File: src/hw/rtl/ccl_pkg.sv
`default_nettype none

package ccl_pkg;

	localparam int unsigned BIN_W          = 54;
	localparam int unsigned NUM_DIGITS     = 17;
	localparam int unsigned BCD_W          = 4 * NUM_DIGITS;
	localparam int unsigned BITS_PER_STAGE = 6;
	localparam int unsigned DABBLE_STAGES  = BIN_W / BITS_PER_STAGE;
	localparam int unsigned COUNT_W        = 5;
	localparam int unsigned PART_W         = 6;
	localparam int unsigned SUM_W          = 8;
	localparam int unsigned LEAD_LO        = 12;
	localparam int unsigned LEAD_N         = 4;

	localparam logic [COUNT_W-1:0] LEN_VISA_SHORT = COUNT_W'(13);
	localparam logic [COUNT_W-1:0] LEN_AMEX       = COUNT_W'(15);
	localparam logic [COUNT_W-1:0] LEN_LONG       = COUNT_W'(16);

	localparam logic [3:0] DIGIT_AMEX_HI  = 4'd3;
	localparam logic [3:0] DIGIT_AMEX_LO0 = 4'd4;
	localparam logic [3:0] DIGIT_AMEX_LO1 = 4'd7;
	localparam logic [3:0] DIGIT_MC_HI    = 4'd5;
	localparam logic [3:0] DIGIT_MC_LO_MIN = 4'd1;
	localparam logic [3:0] DIGIT_MC_LO_MAX = 4'd5;
	localparam logic [3:0] DIGIT_VISA     = 4'd4;

	typedef enum logic [1:0] {
		CLASS_INVALID    = 2'd0,
		CLASS_AMEX       = 2'd1,
		CLASS_MASTERCARD = 2'd2,
		CLASS_VISA       = 2'd3
	} card_class_t;

	typedef struct packed {
		logic [BIN_W-1:0] bin;
		logic [BCD_W-1:0] bcd;
	} dabble_t;

	typedef struct packed {
		logic [COUNT_W-1:0]          count;
		logic [PART_W-1:0]           sum_a;
		logic [PART_W-1:0]           sum_b;
		logic [PART_W-1:0]           sum_c;
		logic [LEAD_N-1:0][3:0]      lead;
	} luhn_t;

	function automatic logic [3:0] luhn_term(logic [3:0] d, logic dbl);
		logic [4:0] t;
		t = {d, 1'b0};
		if (!dbl) begin
			return d;
		end
		if (t > 5'd9) begin
			t = t - 5'd9;
		end
		return t[3:0];
	endfunction

	function automatic logic is_mult10(logic [SUM_W-1:0] s);
		logic hit;
		hit = 1'b0;
		for (int k = 0; k < 26; k++) begin
			if (s == SUM_W'(10 * k)) begin
				hit = 1'b1;
			end
		end
		return hit;
	endfunction

endpackage

`default_nettype wire

File: src/hw/rtl/ccl_dabble_stage.sv
`default_nettype none

module ccl_dabble_stage (
	input  wire logic              clk,
	input  wire logic              arst_n,
	input  wire logic              adv,
	input  wire logic              valid_in,
	input  wire ccl_pkg::dabble_t  data_in,
	output logic                   valid_sk,
	output ccl_pkg::dabble_t       data_sk
);

	ccl_pkg::dabble_t nxt;

	always_comb begin
		nxt = data_in;
		for (int k = 0; k < ccl_pkg::BITS_PER_STAGE; k++) begin
			for (int j = 0; j < ccl_pkg::NUM_DIGITS; j++) begin
				if (nxt.bcd[4*j +: 4] >= 4'd5) begin
					nxt.bcd[4*j +: 4] = nxt.bcd[4*j +: 4] + 4'd3;
				end
			end
			nxt.bcd = {nxt.bcd[ccl_pkg::BCD_W-2:0], nxt.bin[ccl_pkg::BIN_W-1]};
			nxt.bin = {nxt.bin[ccl_pkg::BIN_W-2:0], 1'b0};
		end
	end

	always_ff @(posedge clk or negedge arst_n) begin
		if (!arst_n) begin
			valid_sk <= 1'b0;
		end else if (adv) begin
			valid_sk <= valid_in;
		end
	end

	always_ff @(posedge clk) begin
		if (adv) begin
			data_sk <= nxt;
		end
	end

endmodule

`default_nettype wire

File: src/hw/rtl/ccl_luhn_sum.sv
`default_nettype none

module ccl_luhn_sum (
	input  wire logic                          clk,
	input  wire logic                          arst_n,
	input  wire logic                          adv,
	input  wire logic                          valid_in,
	input  wire logic [ccl_pkg::BCD_W-1:0]     bcd,
	output logic                               valid_s10,
	output ccl_pkg::luhn_t                     luhn_s10
);

	ccl_pkg::luhn_t nxt;

	always_comb begin
		nxt = '0;
		for (int i = 0; i < ccl_pkg::NUM_DIGITS; i++) begin
			if (bcd[4*i +: 4] != 4'd0) begin
				nxt.count = ccl_pkg::COUNT_W'(i + 1);
			end
		end
		for (int i = 0; i < 6; i++) begin
			nxt.sum_a = nxt.sum_a + ccl_pkg::PART_W'(ccl_pkg::luhn_term(bcd[4*i +: 4], i[0]));
		end
		for (int i = 6; i < 12; i++) begin
			nxt.sum_b = nxt.sum_b + ccl_pkg::PART_W'(ccl_pkg::luhn_term(bcd[4*i +: 4], i[0]));
		end
		for (int i = 12; i < ccl_pkg::NUM_DIGITS; i++) begin
			nxt.sum_c = nxt.sum_c + ccl_pkg::PART_W'(ccl_pkg::luhn_term(bcd[4*i +: 4], i[0]));
		end
		for (int i = 0; i < ccl_pkg::LEAD_N; i++) begin
			nxt.lead[i] = bcd[4*(ccl_pkg::LEAD_LO + i) +: 4];
		end
	end

	always_ff @(posedge clk or negedge arst_n) begin
		if (!arst_n) begin
			valid_s10 <= 1'b0;
		end else if (adv) begin
			valid_s10 <= valid_in;
		end
	end

	always_ff @(posedge clk) begin
		if (adv) begin
			luhn_s10 <= nxt;
		end
	end

endmodule

`default_nettype wire

File: src/hw/rtl/ccl_classify.sv
`default_nettype none

module ccl_classify (
	input  wire logic                           clk,
	input  wire logic                           arst_n,
	input  wire logic                           adv,
	input  wire logic                           valid_in,
	input  wire ccl_pkg::luhn_t                 luhn,
	output logic                                valid_s11,
	output ccl_pkg::card_class_t                class_s11,
	output logic                                ok_s11,
	output logic [ccl_pkg::COUNT_W-1:0]         count_s11
);

	logic [ccl_pkg::SUM_W-1:0]   sum;
	logic                        ok;
	logic [3:0]                  d12;
	logic [3:0]                  d13;
	logic [3:0]                  d14;
	logic [3:0]                  d15;
	ccl_pkg::card_class_t        cls;
	logic [ccl_pkg::COUNT_W-1:0] count_sat;

	always_comb begin
		sum = ccl_pkg::SUM_W'(luhn.sum_a) + ccl_pkg::SUM_W'(luhn.sum_b)
			+ ccl_pkg::SUM_W'(luhn.sum_c);
		ok  = ccl_pkg::is_mult10(sum);
		d12 = luhn.lead[12 - ccl_pkg::LEAD_LO];
		d13 = luhn.lead[13 - ccl_pkg::LEAD_LO];
		d14 = luhn.lead[14 - ccl_pkg::LEAD_LO];
		d15 = luhn.lead[15 - ccl_pkg::LEAD_LO];
		cls = ccl_pkg::CLASS_INVALID;
		if (ok) begin
			if (luhn.count == ccl_pkg::LEN_AMEX && d14 == ccl_pkg::DIGIT_AMEX_HI
					&& (d13 == ccl_pkg::DIGIT_AMEX_LO0 || d13 == ccl_pkg::DIGIT_AMEX_LO1)) begin
				cls = ccl_pkg::CLASS_AMEX;
			end else if (luhn.count == ccl_pkg::LEN_LONG && d15 == ccl_pkg::DIGIT_MC_HI
					&& d14 >= ccl_pkg::DIGIT_MC_LO_MIN && d14 <= ccl_pkg::DIGIT_MC_LO_MAX) begin
				cls = ccl_pkg::CLASS_MASTERCARD;
			end else if ((luhn.count == ccl_pkg::LEN_VISA_SHORT && d12 == ccl_pkg::DIGIT_VISA)
					|| (luhn.count == ccl_pkg::LEN_LONG && d15 == ccl_pkg::DIGIT_VISA)) begin
				cls = ccl_pkg::CLASS_VISA;
			end
		end
		count_sat = (luhn.count > ccl_pkg::LEN_LONG) ? ccl_pkg::LEN_LONG : luhn.count;
	end

	always_ff @(posedge clk or negedge arst_n) begin
		if (!arst_n) begin
			valid_s11 <= 1'b0;
		end else if (adv) begin
			valid_s11 <= valid_in;
		end
	end

	always_ff @(posedge clk) begin
		if (adv) begin
			class_s11 <= cls;
			ok_s11    <= ok;
			count_s11 <= count_sat;
		end
	end

endmodule

`default_nettype wire

File: src/hw/rtl/card_number_luhn_classifier_top.sv
// Card number check: each item carries a binary card number, converted to decimal by a
// nine-stage double-dabble pipeline (six bits per stage), followed by one stage of digit
// count and partial Luhn sums and one output stage that finishes the mod-10 test and the
// class (0 invalid, 1 amex, 2 mastercard, 3 visa). One item is taken every cycle while
// card_stall is low; the pipeline moves as one, so card_stall is high exactly while a result
// waits under result_stall. digit_count saturates at 16 for seventeen-digit inputs.
`default_nettype none

module card_number_luhn_classifier_top (
	input  wire logic                         clk,
	input  wire logic                         arst_n,
	input  wire logic                         card_valid,
	output logic                              card_stall,
	input  wire logic [ccl_pkg::BIN_W-1:0]    card_number,
	output logic                              result_valid,
	input  wire logic                         result_stall,
	output logic [1:0]                        card_class,
	output logic                              luhn_ok,
	output logic [ccl_pkg::COUNT_W-1:0]       digit_count
);

	logic                 adv;
	logic                 dab_valid [ccl_pkg::DABBLE_STAGES+1];
	ccl_pkg::dabble_t     dab_data  [ccl_pkg::DABBLE_STAGES+1];
	logic                 valid_s10;
	ccl_pkg::luhn_t       luhn_s10;
	ccl_pkg::card_class_t class_s11;

	assign adv        = !(result_valid && result_stall);
	assign card_stall = !adv;

	assign dab_valid[0]    = card_valid;
	assign dab_data[0].bin = card_number;
	assign dab_data[0].bcd = '0;

	for (genvar g = 0; g < ccl_pkg::DABBLE_STAGES; g++) begin : g_dabble
		ccl_dabble_stage u_stage (
			.clk      (clk),
			.arst_n   (arst_n),
			.adv      (adv),
			.valid_in (dab_valid[g]),
			.data_in  (dab_data[g]),
			.valid_sk (dab_valid[g+1]),
			.data_sk  (dab_data[g+1])
		);
	end

	ccl_luhn_sum u_sum (
		.clk       (clk),
		.arst_n    (arst_n),
		.adv       (adv),
		.valid_in  (dab_valid[ccl_pkg::DABBLE_STAGES]),
		.bcd       (dab_data[ccl_pkg::DABBLE_STAGES].bcd),
		.valid_s10 (valid_s10),
		.luhn_s10  (luhn_s10)
	);

	ccl_classify u_class (
		.clk       (clk),
		.arst_n    (arst_n),
		.adv       (adv),
		.valid_in  (valid_s10),
		.luhn      (luhn_s10),
		.valid_s11 (result_valid),
		.class_s11 (class_s11),
		.ok_s11    (luhn_ok),
		.count_s11 (digit_count)
	);

	assign card_class = class_s11;

endmodule

`default_nettype wire

File: config.mk
export PLATFORM = sky130hd
export DESIGN_NAME = card_number_luhn_classifier_top
export DESIGN_NICKNAME = d
export VERILOG_FILES = /design/src/hw/rtl/ccl_pkg.sv /design/src/hw/rtl/ccl_dabble_stage.sv /design/src/hw/rtl/ccl_luhn_sum.sv /design/src/hw/rtl/ccl_classify.sv /design/src/hw/rtl/card_number_luhn_classifier_top.sv
export SDC_FILE = /design/constraint.sdc
export NUM_CORES = 2
export LEC_CHECK = 0
export BUFFER_PORTS_ARGS = -buffer_cell sky130_fd_sc_hd__buf_2
export CELL_PAD_IN_SITES_DETAIL_PLACEMENT = 1
export CELL_PAD_IN_SITES_GLOBAL_PLACEMENT = 1
export CORE_ASPECT_RATIO = 0.5
export CORE_MARGIN = 5
export CORE_UTILIZATION = 47
export CTS_CLUSTER_SIZE = 10
export DETAILED_ROUTE_END_ITERATION = 8
export PLACE_DENSITY_LB_ADDON = 0.1
export SLEW_MARGIN = 20
export SYNTH_ARGS = -nofsm -noshare
export SYNTH_HDL_FRONTEND = slang
export SYNTH_SLANG_ARGS = --single-unit
File: constraint.sdc
create_clock -name clk -period 26.7 [get_ports clk]
set_input_delay 5.34 -clock clk [delete_from_list [all_inputs] [get_ports clk]]
set_output_delay 5.34 -clock clk [all_outputs]
set_load 0.02 [all_outputs]
==> run metrics <==
1st-pass router iterations 4; first-pass GRT wire length 273 mm; measured slew at the worst slew-check pin 1.04 ns; Core Box Area 161,000 sq um; origin of the critical flop-to-flop path g_dabble[6].u_stage.data_sk[8]$_DFFE_PN_; top-count cell post-synth inv_1; # setup viols final 0; Mapped Cells 8,628; die area 171,000 sq um; hpwl dp 121 mm; maxcap violations 0; Synth Area in Simple Gates 0.159; Worst Path Buf+Inv 3; fin cells 10,900; distinct cell type count after synthesis 124; CTS tree yes; number of buffers created by CTS 78; WL final 154 mm; Clock Sink Count 622; FMAX 0.0844 GHz; RSZ-0062 raised after global routing false; via count 59,800; Synth top area share 0.241; number of buffers added on ports 67; ys async rst share 0.0177; Clock Skew 0.0321 ns; outcome finished clean; Syn Nets 9,704; Worst Reg-to-Reg Cells 33; Worst path slowest cell nand2_4; Worst EP required 21.36 ns; Synth Area in Compound Gates 0.190; XOR/XNOR share of the synthesized area 0.0530; max-slew violation count 0; n_diodes 0; CP cell instances buf_2 > nand2_4 > inv_1 > buf_2; DR WL/cell 14.1 um; r2r endpoint g_dabble[7].u_stage.data_sk[14]$_DFFE_PN_; post-synthesis sequential area ratio 0.244; Worst R2R Setup Slack 18.56 ns; Final Wtd Congestion 0.786; Nets 9,812; share of cells above drive strength 1 0.0787; worst hold endpoint g_dabble[5].u_stage.data_sk[0]$_DFFE_PN_; dpl cells 10,800; Synth Area per Inst 8.83 sq um; # resized after CTS 0; Placed Instance Area 79,100 sq um; CP max stage delay 0.55 ns; Synth Area in Adders 0.171; WS Path Type input port to output port; initial antenna violation count 0; Yosys reg bits 622; largest net degree at the start of global routing 163; hold depth 0; Total GRT Usage 0.178; final setup TNS 0 ns; Hold Path Class flop to flop; Post-route DRC 0; FP Rows 104; Syn. warnings 0; WP data arrival 6.51 ns; Startpoint Class input port; crit end category output port; most frequent cells after synthesis 1,069 x inv_1, 981 x ha_1, 611 x edfxtp_1; multiplexer share of the synthesized area 0.126; Rel. slew slack 0.307; Initial Util 0.473; kind of cell adding the most delay to the critical path simple AND/OR/NAND/NOR gates; hold buffers post-CTS 0; Synth Flop Type edfxtp_1; Detail Route Antenna Nets 0; H-tree levels 3; Tmin final 11.85 ns; deepest clock path buffer count 3; CTS Root Cell clkbuf_16; critical-path maximum fanout 55; die width 579 um; Post-synth EDFFs 611; Iter 0 DRT Violations 1,868; Worst-Skew Late Latency 0.67 ns; ranking of synthesized cells by area edfxtp_1 24%, ha_1 16%, mux2i_1 7.6%; fin area 81,400 sq um; combinational family with the most area after synthesis compound AO/OA/AOI/OAI gates; register clock-pin slew on the reported worst setup and hold paths 0.05 ns; Hold Crit Start g_dabble[4].u_stage.data_sk[116]$_DFFE_PN_; post-DR vias/cell 5.47; Mapped Area 76,200 sq um; GRT overflow 0; most frequent CP cell buf_2; fin crit share 0.444; Layout area overhead 6.88%; # IOs 68; vias in the first global route 61,300; Fin. Hold Viols 0; post-synth top area cell edfxtp_1; post-CTS setup buffer count 0; Die Ht 295 um
-- worst reg2reg max path: cells and delay by family, from the launching register on --
family | cells | cell delay (ns)
multiplexers | 1 | 0.38
AO/OA/AOI/OAI | 8 | 2.07
buffers and inverters | 5 | 0.50
flip-flops | 1 | 0.51
adder cells (fa/ha/maj) | 6 | 1.58
AND/OR/NAND/NOR | 9 | 1.68
XOR/XNOR | 4 | 1.17
-- state kept, by name (all words and copies together), names as in the netlist --
name,count
u_sum.luhn_s10,39
u_class.count_s11,5
u_class.valid_s11,1
u_sum.valid_s10,1
g_dabble.u_stage.valid_sk,9
u_class.ok_s11,1
g_dabble.u_stage.data_sk,564
u_class.class_s11,2
-- per-stage QoR --
stage           util  hold slack, ns  setup WS (ns)
2_1_floorplan      -           0.400           6.44
3_3_place_gp   0.492           0.400          14.85
3_5_place_dp   0.492           0.405          14.81
4_1_cts        0.506           0.398          14.81
5_1_grt        0.506           0.413          14.75
6_report       0.506           0.400          14.85
-- kinds of logic (layout without fill, tap and decap cells) --
family | after synthesis | count (layout)
AO/OA/AOI/OAI | 2135 | 2135
XOR/XNOR | 460 | 460
adder cells (fa/ha/maj) | 1018 | 1018
buffers and inverters | 1135 | 1280
flip-flops | 622 | 622
multiplexers | 915 | 915
AND/OR/NAND/NOR | 2343 | 2343
-- worst max path at each step --
stage / start / slack, ns / depth (start not counted) / end
2_1_floorplan: result_stall / 6.44 / 3 / card_stall
3_3_place_gp: result_stall / 14.85 / 4 / card_stall
3_5_place_dp: result_stall / 14.81 / 4 / card_stall
4_1_cts: result_stall / 14.81 / 4 / card_stall
5_1_grt: result_stall / 14.75 / 4 / card_stall
6_report: result_stall / 14.85 / 4 / card_stall
-- cell type report --
| class | count | area [sq um] |
|---|---|---|
| Inverter | 1090 | 4090 |
| Tap cell | 2173 | 2720 |
| Fill cell | 19000 | 79500 |
| Sequential cell | 622 | 18600 |
| Clock inverter | 25 | 259 |
| Multi-Input combinational cell | 6871 | 53300 |
| Timing Repair Buffer | 73 | 405 |
| Clock buffer | 92 | 2060 |
-- layout by cell type (no fill, tap or decap), types with 23 or more instances in the layout --
cell | synthesis | final
inv_1 | 1069 | 1069
ha_1 | 981 | 981
edfxtp_1 | 611 | 611
mux2i_1 | 582 | 582
nand2_1 | 529 | 528
a21oi_1 | 515 | 515
nor2_1 | 495 | 495
nand2b_1 | 394 | 394
xnor2_1 | 388 | 388
o21ai_0 | 380 | 380
mux2_2 | 314 | 314
nor2b_1 | 236 | 236
a21o_1 | 134 | 134
nor3_1 | 133 | 133
nand3_1 | 113 | 113
o21a_1 | 112 | 112
a211oi_1 | 90 | 90
nor3b_1 | 89 | 89
o21ai_1 | 83 | 83
clkbuf_16 | 0 | 79
o211ai_1 | 75 | 75
and2_1 | 73 | 73
xor2_1 | 71 | 71
buf_2 | 15 | 67
a31oi_1 | 61 | 61
a211o_1 | 58 | 58
or3_1 | 52 | 52
o21bai_1 | 51 | 51
a21boi_0 | 46 | 46
and3_1 | 42 | 42
o22ai_1 | 41 | 41
fa_1 | 37 | 37
or2_2 | 35 | 35
a221oi_1 | 30 | 30
o31ai_1 | 30 | 30
o211a_1 | 26 | 26
nand4_1 | 25 | 25
a22oi_1 | 24 | 24
a2bb2oi_1 | 23 | 23
o2111ai_1 | 23 | 23
-- metal layers --
metal,global-route usage,up-vias,part of all wire
met5,0,-,0
li1,-,31100,-
met4,0.0237,0,0.011
met3,0.0218,115,0.019
met2,0.323,220,0.48
met1,0.233,28400,0.49
Power is left out: the tool's default activity adds up to more than one toggle a clock period on the data nets, which glitch-free logic cannot reach.
